File: config.mk
export PLATFORM = sky130hd
export DESIGN_NAME = ilid_cell
export DESIGN_NICKNAME = d
export VERILOG_FILES = /design/src/sv/ilid_pkg.sv /design/src/sv/ilid_cell.sv
export SDC_FILE = /design/constraint.sdc
export NUM_CORES = 1
export LEC_CHECK = 0
export ABC_AREA = 0
export BUFFER_PORTS_ARGS = -buffer_cell sky130_fd_sc_hd__clkbuf_2
export CAP_MARGIN = 20
export CORE_MARGIN = 2
export CORE_UTILIZATION = 37
export DETAILED_ROUTE_END_ITERATION = 8
export GPL_TIMING_DRIVEN = 1
export PLACE_DENSITY_LB_ADDON = 0.3
export SLEW_MARGIN = 20
export SYNTH_ARGS = -nofsm -noshare
export SYNTH_HDL_FRONTEND = slang
export SYNTH_SLANG_ARGS = --single-unit
export TNS_END_PERCENT = 100
File: constraint.sdc
create_clock -name clk -period 5.35 [get_ports clk]
set_input_delay 0.2675 -clock clk [delete_from_list [all_inputs] [get_ports clk]]
set_output_delay 0.2675 -clock clk [all_outputs]
set_load 0.02 [all_outputs]
File: src/sv/ilid_pkg.sv
// ilid_pkg: shared types and codes for the indexed list insert/delete core
// beat structs for both channels, opcode and status codes, cell control bundle
// no dependencies
`default_nettype none

package ilid_pkg;

  // widest position the cell chain ever needs (capacity up to 1024)
  localparam int POS_W = 11;

  localparam logic [2:0] OP_READ   = 3'd0;
  localparam logic [2:0] OP_HEAD   = 3'd1;
  localparam logic [2:0] OP_TAIL   = 3'd2;
  localparam logic [2:0] OP_AT     = 3'd3;
  localparam logic [2:0] OP_DELETE = 3'd4;

  localparam logic [1:0] ST_DONE  = 2'd0;
  localparam logic [1:0] ST_RANGE = 2'd1;
  localparam logic [1:0] ST_FULL  = 2'd2;

  typedef struct packed {
    logic [2:0]         opcode;
    logic signed [15:0] position;
    logic signed [31:0] data_value;
  } req_t;

  typedef struct packed {
    logic signed [31:0] read_value;
    logic [1:0]         status;
    logic [6:0]         length;
  } rsp_t;

  typedef enum logic [1:0] {
    CMD_HOLD,
    CMD_INSERT,
    CMD_DELETE
  } cell_cmd_t;

  // broadcast to every cell in the chain
  typedef struct packed {
    cell_cmd_t          cmd;
    logic [POS_W-1:0]   pos;
    logic signed [31:0] word;
  } cell_ctl_t;

endpackage

`default_nettype wire

File: src/sv/ilid_cell.sv
// ilid_cell: one storage cell of the list chain
// holds one word, shifts from its left or right neighbor on insert/delete
// depends on ilid_pkg
`default_nettype none

module ilid_cell #(
  parameter int IDX = 0
) (
  input  logic                clk,
  input  ilid_pkg::cell_ctl_t ctl,
  input  logic signed [31:0]  left_word,
  input  logic signed [31:0]  right_word,
  output logic signed [31:0]  word,
  output logic signed [31:0]  rd_word
);
  import ilid_pkg::*;

  localparam logic [POS_W-1:0] MY_IDX = POS_W'(IDX);

  logic signed [31:0] word_next;

  always_comb begin
    word_next = word;
    unique case (ctl.cmd)
      CMD_HOLD: begin
        word_next = word;
      end
      CMD_INSERT: begin
        if (MY_IDX == ctl.pos) begin
          word_next = ctl.word;
        end else if (MY_IDX > ctl.pos) begin
          word_next = left_word;
        end
      end
      CMD_DELETE: begin
        if (MY_IDX >= ctl.pos) begin
          word_next = right_word;
        end
      end
      default: begin
        word_next = word;
      end
    endcase
  end

  // payload only, no reset
  always_ff @(posedge clk) begin
    word <= word_next;
  end

  // contribution to the and-or read bus
  assign rd_word = (MY_IDX == ctl.pos) ? word : '0;

endmodule

`default_nettype wire

==> results by group, run 1 <==
Outcome
  • Status: finished clean

Clocking
  • Setup bufs post-CTS: 0
  • # resized after CTS: 0
  • CTS clk-pin slew, worst paths: 70 ps
  • CTS tree: done
  • CTS buffer count: 5
  • Num Clock Sinks: 32
  • H-tree levels: 2
  • CTS max path bufs: 2
  • CTS Hold Bufs: 0
  • Root Buffer: clkbuf_8

Timing
  • Fmax: 0.471 GHz
  • Final setup viols: 0
  • Worst-margin pin slew: 1030 ps
  • Relative slew slack: 31.3%
  • Tcrit/Tclk final: 39.7%
  • Slew Limit Fails: 0
  • Setup_tns: 0 ps
  • Unrepaired setup endpoints after global routing: no
  • Final hold vios: 0
  • Fin crit period: 2120 ps
  • Fin worst setup slack: 3230 ps
  • Hold WS: 290 ps

Placement
  • DP Worst Slack: 2950 ps
  • IO Port Bufs: 173
  • GPL Wtd Cong: 0.741

Drt
  • DR pass1 iterations: 4
  • Final antenna-violating net count: 0
  • Vias per inst: 4.74
  • DR iter-0 viols: 27
  • Residual DRC count: 0
  • Drt total wl: 5320 um
  • Total vias in the final route: 1835
  • Avg WL per Cell: 13.7 um

Floorplan
  • Site row count: 25
  • Starting Density: 38.7%
  • Core Region: 4790 um2
  • Die H: 74.8 um
  • Die ar.: 5590 um2
  • Die X: 74.8 um
  • Num ports: 174

Critical path
  • Crit-path max FO: 32
  • Worst setup SP type: primary input
  • Arrival @ worst endpoint: 2010 ps
  • CP required: 5240 ps
  • Crit path capture type: flop
  • Beginning of the critical path: ctl[38]
  • CP Class: in -> reg

Logic synthesis
  • Post-synthesis xor/xnor area fraction: 0%
  • Synth Warn #: 0
  • Synth Instances: 150
  • #FFs+latches synth: 32
  • Compound-Gate Fraction of Synth Area: 18.8%
  • Post-Synth Simple-Gate Area: 25.6%
  • Sequential fraction of the synthesis area: 51.8%
  • Largest family of logic cells by synthesized area: simple AND/OR/NAND/NOR gates
  • Synthesized-area fraction occupied by adder cells: 0%
  • Post-synthesis mux area share: 0%
  • Cell area after synthesis: 1850 um2
  • Mapped Nets: 260
  • Post-Syn Area per Cell: 12.4 um2
  • Post-synth cell types: 15

Flow run
  • Total of max-cap violations: 0

Power and ir drop
  • PwrDens: 184 nW/um2
  • Max IR drop VDD: 0.103 mV
  • Leak Pwr: 0.00141 uW
  • Tot Pwr: 524 uW

Cells and area
  • Largest reg by FF count: word
  • Most frequent cells in the layout: clkbuf_2 (173), and2_1 (64), edfxtp_1 (32)
  • FF+latch area: 961 um2
  • Area Overhead vs Synth: 53.6%
  • Core Util, Final: 59.5%
  • Multi-input logic area: 846 um2
  • Max reg flops: 32
  • Fillers: 445
  • Antenna cells: 0
  • Layout cells sized above 1: 59.4%
  • # nets final: 430
  • Commonest non-fill, non-tap cell in the layout: clkbuf_2
  • Top flop regs: word x32

GRT
  • Vias in the first global route: 1685
  • Largest net degree at the start of global routing: 34
  • Total Routing Usage GR: 18.2%
  • Global route overflow: 0
  • First-pass GRT wire length: 7590 um
  • Antenna violations before repair: 0

Min path
  • Hold Path Cell Cnt: 2
  • Min-Delay Startpoint: ctl[31]
  • Hold crit path type: in -> reg
  • Hold path endpoint: word[31]$_DFFE_PP_
==> metal layers <==
metal	up-vias	GRT usage [%]	routed length (um)	part of all wire, %
met3	8	5.35	582	11
met2	112	32.0	2670	50
met4	0	7.54	76	1.4
met1	799	20.7	1990	37
li1	916	-	-	-
met5	-	0	0	0
==> worst max path at each step <==
stage / depth (start not counted) / endpoint / slack [ps]
2_1_floorplan: 3 / word[0]$_DFFE_PP_ / 1240
3_3_place_gp: 4 / word[12]$_DFFE_PP_ / 2980
3_5_place_dp: 4 / word[12]$_DFFE_PP_ / 2950
4_1_cts: 4 / word[12]$_DFFE_PP_ / 3230
5_1_grt: 4 / word[15]$_DFFE_PP_ / 3140
6_report: 4 / word[7]$_DFFE_PP_ / 3230
==> cell usage after synthesis, drive strengths merged <==
cell type  number  area (um2)
nor4            1        21.3
nor3            1        5.00
buf             6        48.8
a221o          32         323
a21boi          1        7.51
clkbuf          6        22.5
or4             2        22.5
and2           64         400
o31a            1        17.5
nand2b          2        12.5
or3             1        6.26
nor2b           1        6.26
edfxtp         32         961
==> critical path, cell delays in order <==
cell and delay (ps):
clkbuf_2 80, or4_4 560, nor3_2 240, a21boi_4 850
==> power breakdown <==
part / total, uW / internal, uW / switching (uW)
Combinational: 77.4 / 49.5 / 27.8
Clock: 169 / 88.2 / 80.5
Sequential: 278 / 278 / 0.0358
Total: 524 / 416 / 108
==> per-stage QoR <==
stage                     cell area [um2]  instances
final                                2850        387
after global routing                 2850        387
after CTS                            2840        387
after detailed placement             2770        380
after global placement               2770        380
after floorplan                      1850        150
==> cell families after synthesis <==
logic type / count (synthesis)
buffers and inverters: 12
AOI/OAI and AO/OA: 34
and+or+nand+nor: 72
DFF: 32
==> cell type report <==
| type | instances | share of cell area (%) |
|---|---|---|
| Clock buffer | 6 | 2.55 |
| Clock inverter | 1 | 0.176 |
| Multi-Input combinational cell | 106 | 29.7 |
| Sequential cell | 32 | 33.7 |
| Tap cell | 67 | 2.94 |
| Timing Repair Buffer | 175 | 30.9 |
No activity file was read; power rests on OpenSTA's default activity.
==> run 2, diff against run 1 <==
clock period = 2.2 ns   (was 5.35 ns; I/O delays follow)
==> run 2 against run 1 <==
  * Sequential share of layout area decreased by 0.44 points
  * Critical path depth grew 2
  * Clock power rose by 150%
  * Total power up 150%
  * Largest cell class unchanged
==> results by group, run 2 (synthesis gave the netlist of run 1 again) <==
Critical path
  • CP Class: in -> out (was in -> reg)
  • Crit path capture type: primary output (was flop)
  • Crit-path max FO: 32 (unchanged)
  • CP required: 2090 ps (was 5240 ps)
  • Worst setup SP type: primary input (unchanged)
  • Arrival @ worst endpoint: 1610 ps (was 2010 ps)

Drt
  • Vias per inst: 4.85 (was 4.74)
  • DR pass1 iterations: 4 (unchanged)
  • Final antenna-violating net count: 0 (unchanged)
  • DR iter-0 viols: 70 (was 27)
  • Total vias in the final route: 1908 (was 1835)
  • Residual DRC count: 0 (unchanged)
  • Avg WL per Cell: 13.8 um (was 13.7 um)
  • Drt total wl: 5440 um (was 5320 um)

Power and ir drop
  • Switching Share: 21.3% (was 20.7%)
  • Leak Pwr: 0.00143 uW (was 0.00141 uW)
  • PwrDens: 445 nW/um2 (was 184 nW/um2)
  • Combinational Power Share: 14.7% (was 14.8%)
  • Clock power frac: 32.7% (was 32.2%)
  • NetSw: 273 uW (was 108 uW)
  • Int Pwr: 1010 uW (was 416 uW)
  • Max IR drop VDD: 0.203 mV (was 0.103 mV)
  • Share of power burned in registers: 52.6% (was 53.1%)

GRT
  • Largest net degree at the start of global routing: 33 (was 34)
  • First-pass GRT wire length: 7780 um (was 7590 um)
  • Vias in the first global route: 1753 (was 1685)
  • Total Routing Usage GR: 18.9% (was 18.2%)
  • Global route overflow: 0 (unchanged)
  • Antenna violations before repair: 0 (unchanged)

Timing
  • Final hold vios: 0 (unchanged)
  • Fmax: 0.580 GHz
  • Hold WS: 126 ps (was 290 ps)
  • Unrepaired setup endpoints after global routing: no (unchanged)
  • Relative slew slack: 77.6% (was 31.3%)
  • Slew Limit Fails: 0 (unchanged)
  • Tcrit/Tclk final: 78.4%
  • Setup_tns: 0 ps (unchanged)
  • Final setup viols: 0 (unchanged)
  • Worst-margin pin slew: 336 ps (was 1030 ps)
  • Fin crit period: 1720 ps

Clocking
  • Root Buffer: clkbuf_8 (unchanged)
  • CTS clk-pin slew, worst paths: 70 ps (about the same)
  • H-tree levels: 2 (unchanged)
  • CTS tree: done (unchanged)
  • Setup bufs post-CTS: 0 (unchanged)
  • CTS max path bufs: 2 (unchanged)
  • CTS Hold Bufs: 0 (unchanged)
  • Num Clock Sinks: 32 (unchanged)
  • CTS buffer count: 5 (unchanged)
  • # resized after CTS: 0 (unchanged)

Floorplan
  • Die X: 74.8 um (unchanged)
  • Num ports: 174 (unchanged)
  • Site row count: 25 (unchanged)
  • Die ar.: 5590 um2 (unchanged)
  • Starting Density: 38.7% (unchanged)
  • Core Region: 4790 um2 (unchanged)
  • Die H: 74.8 um (unchanged)

Cells and area
  • Most frequent cells in the layout: clkbuf_2 (173), and2_1 (64), edfxtp_1 (32) (unchanged)
  • Multi-input logic area: 841 um2 (was 846 um2)
  • Commonest non-fill, non-tap cell in the layout: clkbuf_2 (unchanged)
  • Max reg flops: 32 (unchanged)
  • Largest reg by FF count: word (unchanged)
  • Fillers: 407 (was 445)
  • FF+latch area: 961 um2 (unchanged)
  • Area Overhead vs Synth: 55.7% (was 53.6%)
  • Post-Layout Inst Area: 2890 um2 (was 2850 um2)
  • Layout cells sized above 1: 60.1% (was 59.4%)
  • Antenna cells: 0 (unchanged)
  • # nets final: 435 (was 430)
  • Top flop regs: word x32 (unchanged)

Placement
  • Post-detail-place hpwl: 4450 um
  • GPL Wtd Cong: 0.776 (was 0.741)
  • IO Port Bufs: 173 (unchanged)
  • Dpl cell area: 2800 um2 (was 2770 um2)

Flow run
  • Total of max-cap violations: 0 (unchanged)

Min path
  • Hold crit path type: in -> reg (unchanged)

Outcome
  • Status: finished clean (unchanged)
==> run 2: critical path, cell delays in order <==
cell and delay, ps:
clkbuf_2 80, or4_4 560, nor3_2 220, buf_4 290, and2_1 180, clkbuf_2 170
==> run 2: final cells by class <==
| class | count | share of cell area, % |
|---|---|---|
| tap | 67 | 2.90 |
| timing repair buffer | 180 | 31.8 |
| clock buffer | 5 | 2.38 |
| clock inverter | 3 | 0.477 |
| multi-input combinational | 106 | 29.1 |
| sequential | 32 | 33.3 |
==> run 2: metal layers <==
metal	wire [um]	vias to the layer above	global-route usage, %
met5	0	-	0
met4	122	0	9.92
met3	405	11	3.48
met2	2930	103	35.1
met1	1980	868	20.2
li1	-	926	-
==> run 2: final timing paths <==
path	start	endpoint	slack, ps	depth (start not counted)
worst max-delay path	ctl[38]	rd_word[13]	480	6
worst min-delay path	ctl[20]	word[20]$_DFFE_PP_	130	2
==> run 2: metrics by stage <==
| stage | instances | power, uW | worst slack (ps) | util [%] |
|---|---|---|---|---|
| global placement | 385 | 875 | 302 | 58.6 |
| detailed placement | 385 | 879 | 294 | 58.6 |
| finish | 393 | 1290 | 476 | 60.3 |
| floorplan | 150 | 775 | 53.8 | - |
| global route | 393 | 1340 | 356 | 60.3 |
| CTS | 393 | 1300 | 459 | 60.3 |
==> run 2: power groups by stage <==
| stage | registers (uW) | logic [uW] | clock network, uW |
|---|---|---|---|
| 2_1_floorplan | 689 | 85.3 | 0 |
| 3_3_place_gp | 689 | 186 | 0 |
| 3_5_place_dp | 689 | 190 | 0 |
| 4_1_cts | 676 | 191 | 435 |
| 5_1_grt | 676 | 209 | 455 |
| 6_report | 676 | 189 | 420 |
